<file path="config.mk">
export PLATFORM = sky130hd
export DESIGN_NAME = bracket_match_checker_top
export DESIGN_NICKNAME = d
export VERILOG_FILES = /design/src/hw/rtl/bmc_pkg.sv /design/src/hw/rtl/bmc_front.sv /design/src/hw/rtl/bmc_queue.sv /design/src/hw/rtl/bmc_back.sv /design/src/hw/rtl/bracket_match_checker_top.sv
export SDC_FILE = /design/constraint.sdc
export NUM_CORES = 1
export LEC_CHECK = 0
export BUFFER_PORTS_ARGS = -buffer_cell sky130_fd_sc_hd__buf_2
export CAP_MARGIN = 15
export CORE_MARGIN = 2
export CORE_UTILIZATION = 35
export DETAILED_ROUTE_END_ITERATION = 10
export GPL_TIMING_DRIVEN = 0
export PLACE_DENSITY = 0.52
export SLEW_MARGIN = 10
export SYNTH_ARGS = -nofsm -noshare
export SYNTH_HDL_FRONTEND = slang
export SYNTH_SLANG_ARGS = --single-unit
</file>
<file path="constraint.sdc">
create_clock -name clk -period 7.9 [get_ports clk]
set_input_delay 0.79 -clock clk [delete_from_list [all_inputs] [get_ports clk]]
set_output_delay 0.79 -clock clk [all_outputs]
set_load 0.01 [all_outputs]
</file>
<file path="src/hw/rtl/bmc_pkg.sv">
`default_nettype none

package bmc_pkg;

    // Character codes that take part in matching.
    localparam logic [7:0] CH_LBRACE = 8'h7B;
    localparam logic [7:0] CH_RBRACE = 8'h7D;
    localparam logic [7:0] CH_LSQUARE = 8'h5B;
    localparam logic [7:0] CH_RSQUARE = 8'h5D;
    localparam logic [7:0] CH_LPAREN = 8'h28;
    localparam logic [7:0] CH_RPAREN = 8'h29;

    // Bracket kinds as held on the stack.
    localparam logic [1:0] KIND_NONE = 2'd0;
    localparam logic [1:0] KIND_BRACE = 2'd1;
    localparam logic [1:0] KIND_SQUARE = 2'd2;
    localparam logic [1:0] KIND_PAREN = 2'd3;

    // Result status codes.
    localparam logic [2:0] ST_RUNNING = 3'd0;
    localparam logic [2:0] ST_MISMATCH = 3'd1;
    localparam logic [2:0] ST_UNCLOSED = 3'd2;
    localparam logic [2:0] ST_BALANCED = 3'd3;
    localparam logic [2:0] ST_OVERFLOW = 3'd4;

    // Depth of the queue between the front and back parts.
    localparam int QUEUE_DEPTH = 2;
    localparam int QPTR_W = $clog2(QUEUE_DEPTH);
    localparam int QCNT_W = $clog2(QUEUE_DEPTH + 1);

    typedef enum logic [1:0] {
        OP_OTHER,
        OP_OPEN,
        OP_CLOSE
    } op_t;

    typedef struct packed {
        logic [7:0] symbol;
        logic       is_last;
    } sym_word_t;

    typedef struct packed {
        logic [2:0] status;
        logic [6:0] nesting_depth;
        logic [9:0] error_position;
        logic       expression_done;
    } res_word_t;

    typedef struct packed {
        op_t        op;
        logic [1:0] kind;
        logic       is_last;
    } cmd_t;

    typedef struct packed {
        logic full;
        logic empty;
    } q_status_t;

endpackage

`default_nettype wire

</file>
<file path="src/hw/rtl/bmc_front.sv">
`default_nettype none

module bmc_front (
    input  wire bmc_pkg::sym_word_t word,
    output bmc_pkg::cmd_t           cmd
);
    import bmc_pkg::*;

    always_comb
    begin
        cmd.is_last = word.is_last;
        unique case (word.symbol)
            CH_LBRACE:
            begin
                cmd.op = OP_OPEN;
                cmd.kind = KIND_BRACE;
            end
            CH_LSQUARE:
            begin
                cmd.op = OP_OPEN;
                cmd.kind = KIND_SQUARE;
            end
            CH_LPAREN:
            begin
                cmd.op = OP_OPEN;
                cmd.kind = KIND_PAREN;
            end
            CH_RBRACE:
            begin
                cmd.op = OP_CLOSE;
                cmd.kind = KIND_BRACE;
            end
            CH_RSQUARE:
            begin
                cmd.op = OP_CLOSE;
                cmd.kind = KIND_SQUARE;
            end
            CH_RPAREN:
            begin
                cmd.op = OP_CLOSE;
                cmd.kind = KIND_PAREN;
            end
            default:
            begin
                cmd.op = OP_OTHER;
                cmd.kind = KIND_NONE;
            end
        endcase
    end

endmodule

`default_nettype wire

</file>
<file path="src/hw/rtl/bmc_queue.sv">
`default_nettype none

module bmc_queue (
    input  wire                     clk,
    input  wire                     rst_n,
    input  wire                     wr_en,
    input  wire bmc_pkg::cmd_t      wr_data,
    input  wire                     rd_en,
    output bmc_pkg::cmd_t           rd_data,
    output bmc_pkg::q_status_t      status
);
    import bmc_pkg::*;

    cmd_t              entry_reg [QUEUE_DEPTH];
    logic [QPTR_W-1:0] wr_ptr_reg;
    logic [QPTR_W-1:0] wr_ptr_next;
    logic [QPTR_W-1:0] rd_ptr_reg;
    logic [QPTR_W-1:0] rd_ptr_next;
    logic [QCNT_W-1:0] count_reg;
    logic [QCNT_W-1:0] count_next;

    always_comb
    begin
        wr_ptr_next = wr_ptr_reg;
        rd_ptr_next = rd_ptr_reg;
        count_next = count_reg;
        if (wr_en)
        begin
            wr_ptr_next = (wr_ptr_reg == QPTR_W'(QUEUE_DEPTH - 1)) ? '0 : wr_ptr_reg + 1'b1;
        end
        if (rd_en)
        begin
            rd_ptr_next = (rd_ptr_reg == QPTR_W'(QUEUE_DEPTH - 1)) ? '0 : rd_ptr_reg + 1'b1;
        end
        if (wr_en && !rd_en)
        begin
            count_next = count_reg + 1'b1;
        end
        else if (rd_en && !wr_en)
        begin
            count_next = count_reg - 1'b1;
        end
    end

    always_ff @(posedge clk or negedge rst_n)
    begin
        if (!rst_n)
        begin
            wr_ptr_reg <= '0;
            rd_ptr_reg <= '0;
            count_reg <= '0;
        end
        else
        begin
            wr_ptr_reg <= wr_ptr_next;
            rd_ptr_reg <= rd_ptr_next;
            count_reg <= count_next;
        end
    end

    always_ff @(posedge clk)
    begin
        if (wr_en)
        begin
            entry_reg[wr_ptr_reg] <= wr_data;
        end
    end

    assign rd_data = entry_reg[rd_ptr_reg];
    assign status.full = (count_reg == QCNT_W'(QUEUE_DEPTH));
    assign status.empty = (count_reg == '0);

endmodule

`default_nettype wire

</file>
<file path="src/hw/rtl/bmc_back.sv">
`default_nettype none

module bmc_back #(
    parameter int STACK_DEPTH = 64,
    parameter int MAX_CHARS = 1024
) (
    input  wire                     clk,
    input  wire                     rst_n,
    input  wire bmc_pkg::cmd_t      cmd,
    input  wire bmc_pkg::q_status_t q_status,
    output logic                    cmd_take,
    output logic                    res_valid,
    input  wire                     res_stall,
    output bmc_pkg::res_word_t      res_word
);
    import bmc_pkg::*;

    localparam int AW = (STACK_DEPTH > 1) ? $clog2(STACK_DEPTH) : 1;
    localparam int DW = $clog2(STACK_DEPTH + 1);
    localparam int IW = $clog2(MAX_CHARS);

    // The top of the stack and the entry below it are kept ready, so that
    // a pop can follow a pop in the next cycle. After a pop the entry below
    // comes from the registered memory read; after a push it is the old top.
    logic [1:0]    stack_mem [STACK_DEPTH];
    logic [1:0]    mem_rd_reg;
    logic [1:0]    top_reg;
    logic [1:0]    top_next;
    logic [1:0]    below_reg;
    logic [1:0]    below_next;
    logic          below_sel_reg;
    logic          below_sel_next;
    logic [1:0]    below_val;
    logic [DW-1:0] depth_reg;
    logic [DW-1:0] depth_next;
    logic [DW-1:0] depth_out;
    logic [IW-1:0] idx_reg;
    logic [IW-1:0] idx_next;
    logic          err_reg;
    logic          err_next;
    logic          err_chk;
    logic          err_ovf_reg;
    logic          err_ovf_next;
    logic          err_ovf_chk;
    logic [IW-1:0] err_idx_reg;
    logic [IW-1:0] err_idx_next;
    logic [IW-1:0] err_idx_chk;
    logic [2:0]    status;
    logic          do_push;
    logic          do_pop;
    logic [DW-1:0] rd_depth;
    logic          res_valid_reg;
    logic          res_valid_next;
    res_word_t     res_word_reg;

    assign cmd_take = !q_status.empty && (!res_valid_reg || !res_stall);
    assign below_val = below_sel_reg ? mem_rd_reg : below_reg;
    assign rd_depth = depth_reg - DW'(3);

    always_comb
    begin
        do_push = 1'b0;
        do_pop = 1'b0;
        status = ST_RUNNING;
        err_chk = err_reg;
        err_ovf_chk = err_ovf_reg;
        err_idx_chk = err_idx_reg;
        depth_out = depth_reg;
        if (!err_reg)
        begin
            unique case (cmd.op)
                OP_OPEN:
                begin
                    if (depth_reg == DW'(STACK_DEPTH))
                    begin
                        err_chk = 1'b1;
                        err_ovf_chk = 1'b1;
                        err_idx_chk = idx_reg;
                        status = ST_OVERFLOW;
                    end
                    else
                    begin
                        do_push = 1'b1;
                        depth_out = depth_reg + 1'b1;
                    end
                end
                OP_CLOSE:
                begin
                    if (depth_reg == '0 || top_reg != cmd.kind)
                    begin
                        err_chk = 1'b1;
                        err_ovf_chk = 1'b0;
                        err_idx_chk = idx_reg;
                        status = ST_MISMATCH;
                    end
                    else
                    begin
                        do_pop = 1'b1;
                        depth_out = depth_reg - 1'b1;
                    end
                end
                default:
                begin
                end
            endcase
        end
        if (cmd.is_last)
        begin
            if (err_chk)
            begin
                status = err_ovf_chk ? ST_OVERFLOW : ST_MISMATCH;
            end
            else if (depth_out != '0)
            begin
                status = ST_UNCLOSED;
            end
            else
            begin
                status = ST_BALANCED;
            end
        end
    end

    always_comb
    begin
        top_next = top_reg;
        below_next = below_reg;
        below_sel_next = below_sel_reg;
        depth_next = depth_reg;
        idx_next = idx_reg;
        err_next = err_reg;
        err_ovf_next = err_ovf_reg;
        err_idx_next = err_idx_reg;
        if (cmd_take)
        begin
            if (do_push)
            begin
                top_next = cmd.kind;
                below_next = top_reg;
                below_sel_next = 1'b0;
            end
            else if (do_pop)
            begin
                top_next = below_val;
                below_sel_next = 1'b1;
            end
            if (cmd.is_last)
            begin
                depth_next = '0;
                idx_next = '0;
                err_next = 1'b0;
                err_ovf_next = 1'b0;
                err_idx_next = '0;
            end
            else
            begin
                depth_next = depth_out;
                err_next = err_chk;
                err_ovf_next = err_ovf_chk;
                err_idx_next = err_idx_chk;
                if (idx_reg != IW'(MAX_CHARS - 1))
                begin
                    idx_next = idx_reg + 1'b1;
                end
            end
        end
    end

    always_comb
    begin
        res_valid_next = res_valid_reg;
        if (cmd_take)
        begin
            res_valid_next = 1'b1;
        end
        else if (!res_stall)
        begin
            res_valid_next = 1'b0;
        end
    end

    always_ff @(posedge clk or negedge rst_n)
    begin
        if (!rst_n)
        begin
            depth_reg <= '0;
            idx_reg <= '0;
            err_reg <= 1'b0;
            err_ovf_reg <= 1'b0;
            err_idx_reg <= '0;
            below_sel_reg <= 1'b0;
            res_valid_reg <= 1'b0;
        end
        else
        begin
            depth_reg <= depth_next;
            idx_reg <= idx_next;
            err_reg <= err_next;
            err_ovf_reg <= err_ovf_next;
            err_idx_reg <= err_idx_next;
            below_sel_reg <= below_sel_next;
            res_valid_reg <= res_valid_next;
        end
    end

    always_ff @(posedge clk)
    begin
        top_reg <= top_next;
        below_reg <= below_next;
        if (cmd_take)
        begin
            res_word_reg.status <= status;
            res_word_reg.nesting_depth <= 7'(depth_out);
            res_word_reg.error_position <= err_chk ? 10'(err_idx_chk) : 10'd0;
            res_word_reg.expression_done <= cmd.is_last;
        end
    end

    // Stack memory: one write port for pushes, one registered read for pops.
    always_ff @(posedge clk)
    begin
        if (cmd_take && do_push)
        begin
            stack_mem[depth_reg[AW-1:0]] <= cmd.kind;
        end
        if (cmd_take && do_pop)
        begin
            mem_rd_reg <= stack_mem[rd_depth[AW-1:0]];
        end
    end

    assign res_valid = res_valid_reg;
    assign res_word = res_word_reg;

endmodule

`default_nettype wire

</file>
<file path="src/hw/rtl/bracket_match_checker_top.sv">
`default_nettype none

// Balanced bracket checker for braces, square brackets and parentheses. One
// character word is accepted per cycle unless sym_stall is high, and each
// gives exactly one registered result word. The front classifies each
// character, a two-word queue decouples it from the back, and the back keeps
// the bracket stack: the top entry and the one below it are held in registers
// beside the stack memory, so any mix of pushes and pops runs at one word per
// cycle while res_stall is low. The first mismatch or overflow is reported with
// its position and freezes checking until the last character, whose result
// gives the final verdict and clears the state for the next expression.
module bracket_match_checker_top #(
    parameter int STACK_DEPTH = 64,
    parameter int MAX_CHARS = 1024
) (
    input  wire                     clk,
    input  wire                     rst_n,
    input  wire                     sym_valid,
    output logic                    sym_stall,
    input  wire bmc_pkg::sym_word_t sym_word,
    output logic                    res_valid,
    input  wire                     res_stall,
    output bmc_pkg::res_word_t      res_word
);
    import bmc_pkg::*;

    cmd_t      front_cmd;
    cmd_t      head_cmd;
    q_status_t q_status;
    logic      cmd_take;
    logic      sym_accept;

    assign sym_stall = q_status.full;
    assign sym_accept = sym_valid && !q_status.full;

    bmc_front u_front (
        .word (sym_word),
        .cmd  (front_cmd)
    );

    bmc_queue u_queue (
        .clk     (clk),
        .rst_n   (rst_n),
        .wr_en   (sym_accept),
        .wr_data (front_cmd),
        .rd_en   (cmd_take),
        .rd_data (head_cmd),
        .status  (q_status)
    );

    bmc_back #(
        .STACK_DEPTH (STACK_DEPTH),
        .MAX_CHARS   (MAX_CHARS)
    ) u_back (
        .clk       (clk),
        .rst_n     (rst_n),
        .cmd       (head_cmd),
        .q_status  (q_status),
        .cmd_take  (cmd_take),
        .res_valid (res_valid),
        .res_stall (res_stall),
        .res_word  (res_word)
    );

endmodule

`default_nettype wire
</file>
==> flow_summary.yaml <==
run_status:
  status: "finished, final reports clean"
floorplan:
  core_area_um2: 25110
  initial_core_util: 0.3554
  rows: 58
  die_h_um: 163.7
  pin_count: 36
  dieArea_um2: 26790
  die_w_um: 163.7
placement:
  portBuffers: 35
  hpwl_mm: 13.46
  routabilityCongestion: 0.8432
sta:
  fin_crit_ps: 4515
  fin_tns_setup_ps: 0
  finClkSkew_ps: 16.79
  rsz0062_at_grt: "no"
  fmax_mhz: 221.5
  tightest_slew_ps: 1082
  slew_viol_final: 0
  fin_crit_sh: 0.5715
  relSlewSlack: 0.2732
  hold_viol: 0
  setup_viol: 0
global_route:
  grt_max_degree: 58
  antenna_found_initial: 0
  grt_usage: 0.1557
  grt_pass1_vias: 5264
  grt-ovfl-total: 0
  grt_pass1_wl_mm: 30.91
clocking:
  cts_setup_buffers: 0
  cts.clk_slew.worst_paths_ps: 80
  cts-root-buf: "clkbuf_16"
  cts_buffers: 17
  clk_latency_ps: 440
  clockBufferDepth: 2
  holdBufCountCts: 0
  cts.repair.resized: 0
  cts_sinks: 200
  ctsHtreeMaxLevel: 4
  cts_tree: "yes"
yosys:
  synth_seq_cells: 200
  synth_cell_types: 62
  avgSynthCellArea_um2: 14.26
  yosysWarnings: 0
  synth_edf_count: 165
  ys.flop_type: "edfxtp_1"
  seq_area_frac_synth: 0.6533
  ys_async_sr_fraction: 0.1750
  syn-cell-area_um2: 8925
  synth_cells: 626
  synth_nets: 646
drt:
  drt_first_pass_iters: 5
  num_vias: 5383
  via_per_inst: 5.252
  antenna_left: 0
  wl_mm: 20.00
  dr.first_iter.drc_count: 560
  wl_per_cell_um: 19.51
  drc: 0
final_layout:
  largest_reg_flops: 128
  drive_above_1_share: 0.2072
  fillers: 2338
  synthToLayoutAreaGrowth_pct: 13.81
  final_common_cell: "edfxtp_1"
  final_cell_mix: "edfxtp_1, nor2_1, buf_2"
  n_antenna_cell: 0
  nets: 702
power_and_ir_drop:
  ir_drop_v: 0.0001438
  total_power_mw: 3.400
  leakagePower_nw: 3.524
  pwr_density_cell_nw_per_um2: 334.7
setup_path:
  crit_arrival_ps: 4660
  endpoint_kind: "flop"
  crit_fanout: 10
  start_kind: "flop"
  crit_required_ps: 8040
  path_class: "reg2reg"
worst_hold_path:
  hp-class: "in2async"
job:
  drv_cap: 0
==> layer usage <==
metal	track usage	vias to the layer above	wire length (um)
met2	0.2406	175	9505
met4	0.04147	0	242
met3	0.03530	16	1296
met1	0.2221	2721	8955
li1	-	2471	-
met5	0	-	0
==> path summary, 6_finish.rpt <==
check / cells past startpoint / startpoint / slack (ps) / endpoint
worst max-delay path: 11 / u_back.depth_reg[0] / 3390 / u_back.mem_rd_reg[1]
worst min-delay path: 1 / rst_n / 440 / u_back.err_idx_reg[4]
worst max register to register: 11 / u_back.depth_reg[0] / 3390 / u_back.mem_rd_reg[1]
worst min register to register: 2 / u_back.err_ovf_reg / 490 / u_back.err_ovf_reg
max in group asynchronous: 1 / rst_n / 6930 / u_back.depth_reg[5]
min in group clk: 2 / u_back.err_ovf_reg / 490 / u_back.err_ovf_reg
==> worst max-delay path: stages (launching register included) <==
cell and delay [ps]:
dfrtp_1 340, buf_2 230, buf_2 420, buf_2 380, inv_1 180, ha_1 310, clkbuf_1 300, clkbuf_1 720
mux4_2 440, mux4_2 490, a211oi_1 290, a21oi_1 110
==> per-stage QoR <==
step	hold slack [ps]	cell area [um^2]	cells	setup slack, ps	utilization
floorplan	448.9	8925	626	4459	-
finish	441.8	10160	1025	3385	0.4045
global route	487.1	10160	1025	3077	0.4045
detailed placement	476.9	9553	993	3306	0.3805
global placement	460.2	9513	991	3353	0.3789
CTS	461.4	10160	1025	3246	0.4045
==> power breakdown <==
part	internal [mW]	switching [mW]	leakage, nW	total [mW]
registers	1.35	0.0403	1.99	1.39
logic	0.414	0.731	1.24	1.15
clock network	0.454	0.414	0.294	0.869
==> synth_stat cells, types with 3 or more instances <==
cell        n  share of area
ha_1        7         0.0098
inv_1      23         0.0097
buf_2      10         0.0056
o21ai_0    16         0.0090
o21ai_1     4         0.0022
nand2_1    41          0.017
and3_1      5         0.0035
a211oi_1    4         0.0034
edfxtp_1  165           0.56
clkbuf_1   18         0.0076
or2_2       3         0.0021
xor2_1      7         0.0069
a22o_1     12          0.012
and2_1      4         0.0028
a21oi_1     9         0.0050
a22oi_1    10         0.0084
dfrtp_1    35          0.098
nor2_1    106          0.045
a31oi_1     4         0.0028
xnor2_1     9         0.0088
nor3_1      8         0.0045
nand3_1    13         0.0073
nor4_1      4         0.0028
nor2b_1     5         0.0035
mux2i_1     9          0.010
mux4_2     40           0.10
nand4_1     6         0.0042
or3_1       7         0.0049
==> final cells by class <==
cell class | count | area, um^2 | area share
Timing Repair Buffer | 37 | 215.2 | 0.02119
Multi-Input combinational cell | 371 | 2853 | 0.2809
Tap cell | 330 | 412.9 | 0.04065
Inverter | 23 | 86.33 | 0.008500
Clock buffer | 17 | 425.4 | 0.04188
Sequential cell | 200 | 5831 | 0.5740
Clock inverter | 15 | 178.9 | 0.01762
Buffer | 32 | 155.1 | 0.01527
==> cells by family after synthesis <==
family / share of synthesized area
and+or+nand+nor: 0.1144
DFF: 0.6533
AOI/OAI and AO/OA: 0.06155
buffers and inverters: 0.02706
muxes: 0.1164
xor gates and xnor gates: 0.01753
adders and majority gates: 0.009813
No activity file was read; power rests on OpenSTA's default activity.
